File: config.mk
export PLATFORM = sky130hd
export DESIGN_NAME = crc32_framed_record_checker_core
export DESIGN_NICKNAME = d
export VERILOG_FILES = /design/src/hw/rtl/crc32_frc_pkg.sv /design/src/hw/rtl/crc32_framed_record_checker_core.sv
export SDC_FILE = /design/constraint.sdc
export NUM_CORES = 1
export LEC_CHECK = 0
export ABC_AREA = 1
export BUFFER_PORTS_ARGS = -buffer_cell sky130_fd_sc_hd__buf_2
export CAP_MARGIN = 25
export CORE_MARGIN = 8
export CORE_UTILIZATION = 55
export DETAILED_ROUTE_END_ITERATION = 8
export PLACE_DENSITY = 0.74
export SLEW_MARGIN = 15
export SYNTH_ARGS = -nofsm -noshare
export SYNTH_HDL_FRONTEND = slang
export SYNTH_SLANG_ARGS = --single-unit
File: constraint.sdc
create_clock -name clk -period 7 [get_ports clk]
set_clock_uncertainty 0.2 [all_clocks]
set_input_delay 1.05 -clock clk [delete_from_list [all_inputs] [get_ports clk]]
set_output_delay 1.05 -clock clk [all_outputs]
set_load 0.02 [all_outputs]
File: src/hw/rtl/crc32_frc_pkg.sv
// Shared definitions for the CRC-32 framed record checker.
// Record layout, status and register codes, CRC byte step.
// No dependencies.
package crc32_frc_pkg;

  // Record layout
  localparam int unsigned HEADER_BYTES = 12;
  localparam int unsigned POS_W        = 17;
  localparam logic [POS_W-1:0] POS_MAX = {POS_W{1'b1}};

  // CRC-32, reflected form
  localparam logic [31:0] CRC_POLY = 32'hEDB8_8320;
  localparam logic [31:0] CRC_ONES = 32'hFFFF_FFFF;

  // Configuration reset values
  localparam logic [31:0] MAGIC_RESET   = 32'h5347_4846;
  localparam logic [15:0] VERSION_RESET = 16'd1;
  localparam logic [15:0] LENGTH_RESET  = 16'd19;

  // Port widths
  localparam int unsigned STATUS_W   = 3;
  localparam int unsigned CFG_IDX_W  = 2;
  localparam int unsigned CFG_DATA_W = 32;
  localparam int unsigned M_DATA_W   = 72;

  // Result status codes
  typedef enum logic [STATUS_W-1:0] {
    ST_OK        = 3'd0,
    ST_BAD_MAGIC = 3'd1,
    ST_BAD_VER   = 3'd2,
    ST_BAD_LEN   = 3'd3,
    ST_BAD_CRC   = 3'd4,
    ST_SHORT     = 3'd5
  } status_t;

  // Configuration register indexes
  typedef enum logic [CFG_IDX_W-1:0] {
    REG_MAGIC   = 2'd0,
    REG_VERSION = 2'd1,
    REG_LENGTH  = 2'd2,
    REG_UNUSED  = 2'd3
  } cfg_reg_t;

  // One result transaction
  typedef struct packed {
    logic [31:0] stored_crc;
    logic [31:0] computed_crc;
    status_t     status;
  } result_t;

  // Advance the CRC by one byte, eight bit steps unrolled
  function automatic logic [31:0] crc32_byte(input logic [31:0] crc_in,
                                             input logic [7:0]  data);
    logic [31:0] c;
    c = crc_in ^ {24'd0, data};
    for (int k = 0; k < 8; k++) begin
      c = (c >> 1) ^ (CRC_POLY & {32{c[0]}});
    end
    return c;
  endfunction

endpackage

File: src/hw/rtl/crc32_framed_record_checker_core.sv
// Top level of the CRC-32 framed record checker.
// Depends on crc32_frc_pkg for layout constants, codes and the CRC step.
//
// Usage:
//   Records enter on the s_ stream one byte per transaction, header first:
//   4-byte magic, 16-bit version, 16-bit payload length, 32-bit stored CRC,
//   all little-endian, then the payload. s_tlast marks the final byte.
//   The byte carrying s_tlast produces one result transaction on the m_
//   stream (status, computed CRC, stored CRC); other bytes produce none.
//   A record that ends inside the header reports too short; otherwise status
//   gives the first failing check: magic, version, length, then a payload
//   shorter than configured, then CRC mismatch.
//   Throughput is one byte per cycle while s_tready is high: the unrolled
//   byte-wide CRC step and the header compares sit between the input
//   handshake and the record state registers. The result register is
//   backed by one skid entry, so bytes keep flowing while a result waits;
//   s_tready drops only when both entries are full. The cfg_ port writes
//   magic, version and payload length; write it only while no record is in
//   flight. Synchronous reset restores register defaults, clears the record
//   state and empties the output stage.
module crc32_framed_record_checker_core
  import crc32_frc_pkg::*;
(
  input  logic                  clk,
  input  logic                  rst,
  // Configuration write port
  input  logic                  cfg_we,
  input  logic [CFG_IDX_W-1:0]  cfg_index,
  input  logic [CFG_DATA_W-1:0] cfg_data,
  // Input byte stream
  input  logic                  s_tvalid,
  output logic                  s_tready,
  input  logic [7:0]            s_tdata,   // [7:0] data_byte
  input  logic                  s_tlast,   // end_of_record
  // Result stream
  output logic                  m_tvalid,
  input  logic                  m_tready,
  output logic [M_DATA_W-1:0]   m_tdata    // [2:0] status, [34:3] computed_crc,
                                           // [66:35] stored_crc, [71:67] zero
);

  // Configuration registers
  logic [31:0] magic_word;
  logic [15:0] format_version;
  logic [15:0] payload_length;

  // Record state
  logic [POS_W-1:0] byte_position;
  logic [31:0]      crc_register;
  logic [31:0]      header_shift;
  logic [31:0]      captured_crc;
  logic             magic_match;
  logic             version_match;
  logic             length_match;

  // Next record state
  logic [POS_W-1:0] byte_position_next;
  logic [31:0]      crc_register_next;
  logic [31:0]      header_shift_next;
  logic [31:0]      captured_crc_next;
  logic             magic_match_next;
  logic             version_match_next;
  logic             length_match_next;

  // Output stage
  logic    out_valid;
  result_t out_data;
  logic    skid_valid;
  result_t skid_data;

  logic    in_xact;
  logic    out_xact;
  logic    in_header;
  logic    in_payload;
  logic    end_short;
  logic [POS_W-1:0] pay_pos;
  logic [POS_W-1:0] end_pay_pos;
  status_t status_next;
  result_t result_next;

  assign in_xact  = s_tvalid && s_tready;
  assign out_xact = out_valid && m_tready;
  assign s_tready = !skid_valid;

  // Write configuration registers
  always_ff @(posedge clk) begin
    if (rst) begin
      magic_word     <= MAGIC_RESET;
      format_version <= VERSION_RESET;
      payload_length <= LENGTH_RESET;
    end else if (cfg_we) begin
      unique case (cfg_reg_t'(cfg_index))
        REG_MAGIC:   magic_word     <= cfg_data;
        REG_VERSION: format_version <= cfg_data[15:0];
        REG_LENGTH:  payload_length <= cfg_data[15:0];
        REG_UNUSED:  ;
        default:     ;
      endcase
    end
  end

  // Decode the byte position of the current transaction
  assign in_header  = byte_position < POS_W'(HEADER_BYTES);
  assign pay_pos    = byte_position - POS_W'(HEADER_BYTES);
  assign in_payload = !in_header && (pay_pos < {1'b0, payload_length});

  // Update header capture, CRC and position for one byte
  always_comb begin
    header_shift_next  = header_shift;
    magic_match_next   = magic_match;
    version_match_next = version_match;
    length_match_next  = length_match;
    captured_crc_next  = captured_crc;
    crc_register_next  = crc_register;
    if (in_header) begin
      header_shift_next = {s_tdata, header_shift[31:8]};
      if (byte_position == POS_W'(3)) begin
        magic_match_next = (header_shift_next == magic_word);
      end else if (byte_position == POS_W'(5)) begin
        version_match_next = (header_shift_next[31:16] == format_version);
      end else if (byte_position == POS_W'(7)) begin
        length_match_next = (header_shift_next[31:16] == payload_length);
      end else if (byte_position >= POS_W'(8)) begin
        unique case (byte_position[1:0])
          2'd0:    captured_crc_next[7:0]   = s_tdata;
          2'd1:    captured_crc_next[15:8]  = s_tdata;
          2'd2:    captured_crc_next[23:16] = s_tdata;
          2'd3:    captured_crc_next[31:24] = s_tdata;
          default: ;
        endcase
      end
    end else if (in_payload) begin
      crc_register_next = crc32_byte(crc_register, s_tdata);
    end
    if (byte_position != POS_MAX) begin
      byte_position_next = byte_position + POS_W'(1);
    end else begin
      byte_position_next = byte_position;
    end
  end

  // Judge the record on its final byte
  assign end_pay_pos = byte_position_next - POS_W'(HEADER_BYTES);
  assign end_short   = end_pay_pos < {1'b0, payload_length};

  always_comb begin
    priority if (byte_position_next < POS_W'(HEADER_BYTES)) begin
      status_next = ST_SHORT;
    end else if (!magic_match_next) begin
      status_next = ST_BAD_MAGIC;
    end else if (!version_match_next) begin
      status_next = ST_BAD_VER;
    end else if (!length_match_next) begin
      status_next = ST_BAD_LEN;
    end else if (end_short) begin
      status_next = ST_SHORT;
    end else if ((crc_register_next ^ CRC_ONES) != captured_crc_next) begin
      status_next = ST_BAD_CRC;
    end else begin
      status_next = ST_OK;
    end
  end

  assign result_next.status       = status_next;
  assign result_next.computed_crc = crc_register_next ^ CRC_ONES;
  assign result_next.stored_crc   = captured_crc_next;

  // Advance record state; clear it after the final byte
  always_ff @(posedge clk) begin
    if (rst || (in_xact && s_tlast)) begin
      byte_position <= '0;
      crc_register  <= CRC_ONES;
      header_shift  <= '0;
      captured_crc  <= '0;
      magic_match   <= 1'b0;
      version_match <= 1'b0;
      length_match  <= 1'b0;
    end else if (in_xact) begin
      byte_position <= byte_position_next;
      crc_register  <= crc_register_next;
      header_shift  <= header_shift_next;
      captured_crc  <= captured_crc_next;
      magic_match   <= magic_match_next;
      version_match <= version_match_next;
      length_match  <= length_match_next;
    end
  end

  // Hold results in the output register, spill into the skid entry
  always_ff @(posedge clk) begin
    if (rst) begin
      out_valid  <= 1'b0;
      skid_valid <= 1'b0;
    end else begin
      if (out_xact) begin
        out_valid  <= skid_valid;
        skid_valid <= 1'b0;
      end
      if (in_xact && s_tlast) begin
        if (!out_valid || m_tready) begin
          out_valid <= 1'b1;
        end else begin
          skid_valid <= 1'b1;
        end
      end
    end
  end

  always_ff @(posedge clk) begin
    if (out_xact && skid_valid) begin
      out_data <= skid_data;
    end else if (in_xact && s_tlast && (!out_valid || m_tready)) begin
      out_data <= result_next;
    end
    if (in_xact && s_tlast && out_valid && !m_tready) begin
      skid_data <= result_next;
    end
  end

  assign m_tvalid = out_valid;
  assign m_tdata  = {5'd0, out_data.stored_crc, out_data.computed_crc, out_data.status};

endmodule
======== Word level (Yosys, flattened, before mapping) ========
Index checks and enable logic that the tools add are counted.
operators by class
  reductions and logical operators ........ 21
  $lt $le $gt $ge ......................... 5
  equal/unequal tests ..................... 13
  $add $sub $neg .......................... 3
  bitwise operators ....................... 10
  muxes and demuxes ....................... 35
operators by type and width
  cell                   number
  $xor 31x32->32         8
  $mux 32                7
  $mux 67                2
  $eq 17x3->1 const B    2
  $lt 17x16->1           2
  $lt 17x4->1 const B    2
  $sub 17x4->17 const B  2
  $eq 16x16->1           2
  $eq 32x32->1           1
  $mux 8                 4
  $ne 32x32->1           1
  $not 32->32            1
  $xor 32x8->32          1
  $mux 3                 6
  $add 17x1->17 const B  1
  $eq 17x2->1 const B    1
  $ge 17x4->1 const B    1
  $mux 17                1
  $ne 17x17->1 const B   1
  $mux 1                 15
  $logic_and 1x1->1      8
  $reduce_and 2->1       4
  $eq 2x2->1 const B     3
  $eq 2x1->1 const B     2
  other kinds (4)        9
storage, ports and cells
  flip-flop bits (word level) ............. 316
  bits of input ports ..................... 48
  output and inout bits ................... 74

======== Depth between registers and ports, before layout ========
  depth after elaboration ................. 21
  depth in mapped cells ................... 35
  depth with buffers taken out ............ 35

======== Worst setup path after synthesis ========
No wires, ideal clock.
  path type ............................... input-to-reg
  start point ............................. in s_tvalid
  end point ............................... reg skid_data[0] in the netlist's numbering, enable pin
  setup time .............................. 494 ps
  cell stages on the path ................. 4
  setup slack ............................. 2,129 ps
  buffers on the path ..................... 0
  arrival ................................. 4,177 ps
  path through ............................ nand2_1 > inv_2 > nand2_1 > nor2_1
on the way
  cells in the longest elaborated chain, start to end .. 4
ends and longest elaborated chain
  element                          line                                     text
  start: declaration               crc32_framed_record_checker_core.sv:31   input logic s_tvalid,
  $logic_and 1x1->1                crc32_framed_record_checker_core.sv:81   assign in_xact = s_tvalid && s_tready;
  $logic_and 1x1->1 (3 in series)  crc32_framed_record_checker_core.sv:215  if (in_xact && s_tlast && out_valid && !m_tready) begin
  end signal: assignment           crc32_framed_record_checker_core.sv:216  skid_data <= result_next;
  end: declaration                 crc32_framed_record_checker_core.sv:69   result_t skid_data;
Every way passes these cells.
A chain may end at the register's enable or synchronous reset.

==> flow_summary.ini <==
[pwr]
p_total_mw = 5.45
ir_drop_v = 0.000157
power_leakage_nw = 8.17
cellPowerDensity_nw_per_um2 = 300

[logic_synthesis]
synth_top_area_cell = edfxtp_1
synth-edff-count = 134
ys.flop_type = dfxtp_1
synth_top_area_share_pct = 24.8
synthesis.area_um2 = 16200
yosys_register_bits = 308
synthCells = 2051
syn_avg_cell_area_um2 = 7.91
synthDistinctLibCells = 50
synthArstFlopShare_pct = 0
yosys_warnings = 0
ys_top_cells_by_area = edfxtp_1 (25%), dfxtp_1 (21%), nand2_1 (11%), o21ai_0 (6.5%), xor2_1 (4.8%)
ys_seq_area_share_pct = 46.3

[clocking]
cts_buffers = 34
cts_tree = done
clk_pin_slew_ns = 0.06
root_buffer = clkbuf_16
cts-resized-gates = 0
htreeDepth = 2
clock_latency_ns = 0.53
clk_path_buf_depth = 3
cts-hold-fix-buffers = 0
cts.sinks = 308
post-cts-setup-buffer-count = 0

[placement]
dp_hpwl_um = 31500
place_congestion = 0.933
preCtsSetupSlack_ns = 2.00
io_buffer_count = 116

[global_routing]
grtUsageTotal_pct = 25.2
grt_pass1_vias = 13400
grt_antenna_before_repair = 0
grt_overflow = 0
grt_start_max_net_pins = 94
grt_pass1_wl_um = 71700

[critical_path]
crit_path_max_incr_delay_ns = 0.58
end_kind = register
rr_worst_depth = 33
crit_fanout = 11
crit_top_cell = nand2_1
crit_end = m_tdata[2]$_DFFE_PP_
path_class = reg -> reg
arrival_ns = 5.17
required_ns = 7.08
start_kind = register
r2r_end = m_tdata[2]$_DFFE_PP_
r2r_setup_slack_ns = 1.91
crit_start = byte_position[0]$_SDFFE_PP0P_
crit-reg2reg-launch = byte_position[0]$_SDFFE_PP0P_
cpMaxStageDelayCell = dfxtp_1

[sta]
relSlewSlack_pct = 30.5
worst_pin_slew_ns = 1.04
max_freq_mhz = 196
finalMaxSlewViolations = 0
hold_violations = 0
fin_ws_ns = 1.91
rsz0062_at_grt = no
setup_viol = 0
min_period_ns = 5.09
period_share_pct = 72.8
fin_tns_setup_ns = 0

[routing]
drt.antenna.violating_nets = 0
drc = 0
wl_per_cell_um = 17.8
first_pass_iters = 6
first_iter_violations = 1165
vias_per_cell = 5.45
via_count = 13800
wirelength_um = 45200

[cells_and_area]
drive_above_1_share_pct = 12.1
final_net_count = 2209
multi_input_area_um2 = 7490
fillerInstances = 2613
syn_to_final_growth_pct = 12.2
diodes = 0
regArea_um2 = 7510
post-route-util_pct = 62.1

[floorplan]
coreArea_um2 = 29300
die_h_um = 188
ios = 122
initial_core_util_pct = 55.3
rows = 63
die_area_um2 = 35200
chipWidth_um = 188

[status]
status = completed

[run]
max_cap_viol_count = 0

[min_path]
holdCritPathClass = reg -> reg
hp-start = crc_register[30]$_SDFFE_PP1P_
-- flip-flops by register name, summed over array words and instances, names as in the netlist, named ones only --
register / cells
byte_position: 17
captured_crc: 32
crc_register: 32
format_version: 16
header_shift: 24
length_match: 1
m_tdata: 67
m_tvalid: 1
magic_match: 1
magic_word: 32
payload_length: 16
skid_data: 67
version_match: 1
-- cells in the mapped netlist, types with 8 or more instances --
cell / instances
a31oi_1: 8
buf_2: 15
dfxtp_1: 174
xnor2_1: 48
or2_2: 16
a21oi_1: 143
clkbuf_1: 68
edfxtp_1: 134
nand3_1: 124
xor2_1: 88
nor4_1: 8
inv_2: 14
nand3b_1: 10
nand2_2: 8
nor3_1: 18
nor2_2: 10
nand4_1: 22
o21ai_0: 211
inv_1: 192
nor2_1: 155
ha_1: 39
buf_4: 11
nand2_1: 480
o21ai_1: 9
-- cells in the final DEF (no fill, tap or decap), types with 3 or more instances in the layout --
| master | instances |
|---|---|
| nand2_1 | 477 |
| o21ai_0 | 211 |
| inv_1 | 191 |
| dfxtp_1 | 174 |
| nor2_1 | 153 |
| a21oi_1 | 143 |
| edfxtp_1 | 134 |
| nand3_1 | 124 |
| buf_2 | 116 |
| xor2_1 | 88 |
| xnor2_1 | 48 |
| ha_1 | 39 |
| clkbuf_16 | 34 |
| nand4_1 | 22 |
| nor3_1 | 17 |
| or2_2 | 16 |
| inv_2 | 14 |
| buf_4 | 14 |
| nor2_2 | 10 |
| nand2_2 | 10 |
| nand3b_1 | 10 |
| clkinv_2 | 9 |
| o21ai_1 | 9 |
| nor4_1 | 8 |
| a31oi_1 | 8 |
| clkbuf_8 | 7 |
| o21ai_2 | 6 |
| nor2_4 | 5 |
| conb_1 | 5 |
| bufinv_16 | 5 |
| clkbuf_1 | 5 |
| o211ai_1 | 4 |
| a211oi_1 | 3 |
| clkinv_1 | 3 |
-- cell type report --
| class | count | area share, % |
|---|---|---|
| flip-flops and latches | 308 | 41.2 |
| clock buffers | 46 | 5.31 |
| repair buffers | 131 | 3.85 |
| clock inverters | 16 | 1.41 |
| inverters | 210 | 4.34 |
| well taps | 390 | 2.68 |
| multi-input cells | 1437 | 41.2 |
-- how the worst min path moves through the flow --
stage / to / depth (start not counted)
floorplan: crc_register[30]$_SDFFE_PP1P_ / 2
finish: crc_register[30]$_SDFFE_PP1P_ / 2
detailed placement: crc_register[30]$_SDFFE_PP1P_ / 2
CTS: crc_register[30]$_SDFFE_PP1P_ / 2
global placement: crc_register[30]$_SDFFE_PP1P_ / 2
global route: format_version[0]$_SDFFE_PP1P_ / 2
-- power by group --
group	internal (mW)	total [mW]	switching [mW]
Clock	1.17	1.93	0.761
Sequential	2.06	2.13	0.0739
Combinational	0.434	1.39	0.957
-- per-layer routing --
metal  track usage [%]  wire (µm)  part of all wire (%)
met1              31.9      18700                    41
met2              41.3      21000                    47
met3              4.44       3380                   7.5
met4              12.1       2130                   4.7
met5                 0          0                     0
-- through the flow --
stage | hold slack, ns | instances | cell area, µm²
global route | 0.295 | 2538 | 18200
floorplan | 0.239 | 2055 | 16200
global placement | 0.251 | 2475 | 17000
detailed placement | 0.260 | 2475 | 17000
finish | 0.274 | 2538 | 18200
CTS | 0.274 | 2537 | 18200
-- worst max-delay path, delay by kind of cell, from the launching register on --
| kind | cells | cell delay [ns] |
|---|---|---|
| fa+ha+maj | 3 | 0.79 |
| simple gates | 24 | 2.62 |
| flops | 1 | 0.58 |
| xor+xnor | 2 | 0.44 |
| compound gates | 1 | 0.06 |
| buf+inv | 3 | 0.19 |
-- kinds of logic (layout without fill, tap and decap cells) --
family          Yosys count  after routing  share of synthesized area, %
simple gates            864            864                          22.8
compound gates          391            391                          12.5
buf+inv                 310            403                          7.79
flops                   308            308                          46.3
xor+xnor                138            138                          7.58
fa+ha+maj                39             39                          3.01
other cells               1              5                        0.0231
(Power assumes the default switching activity.)
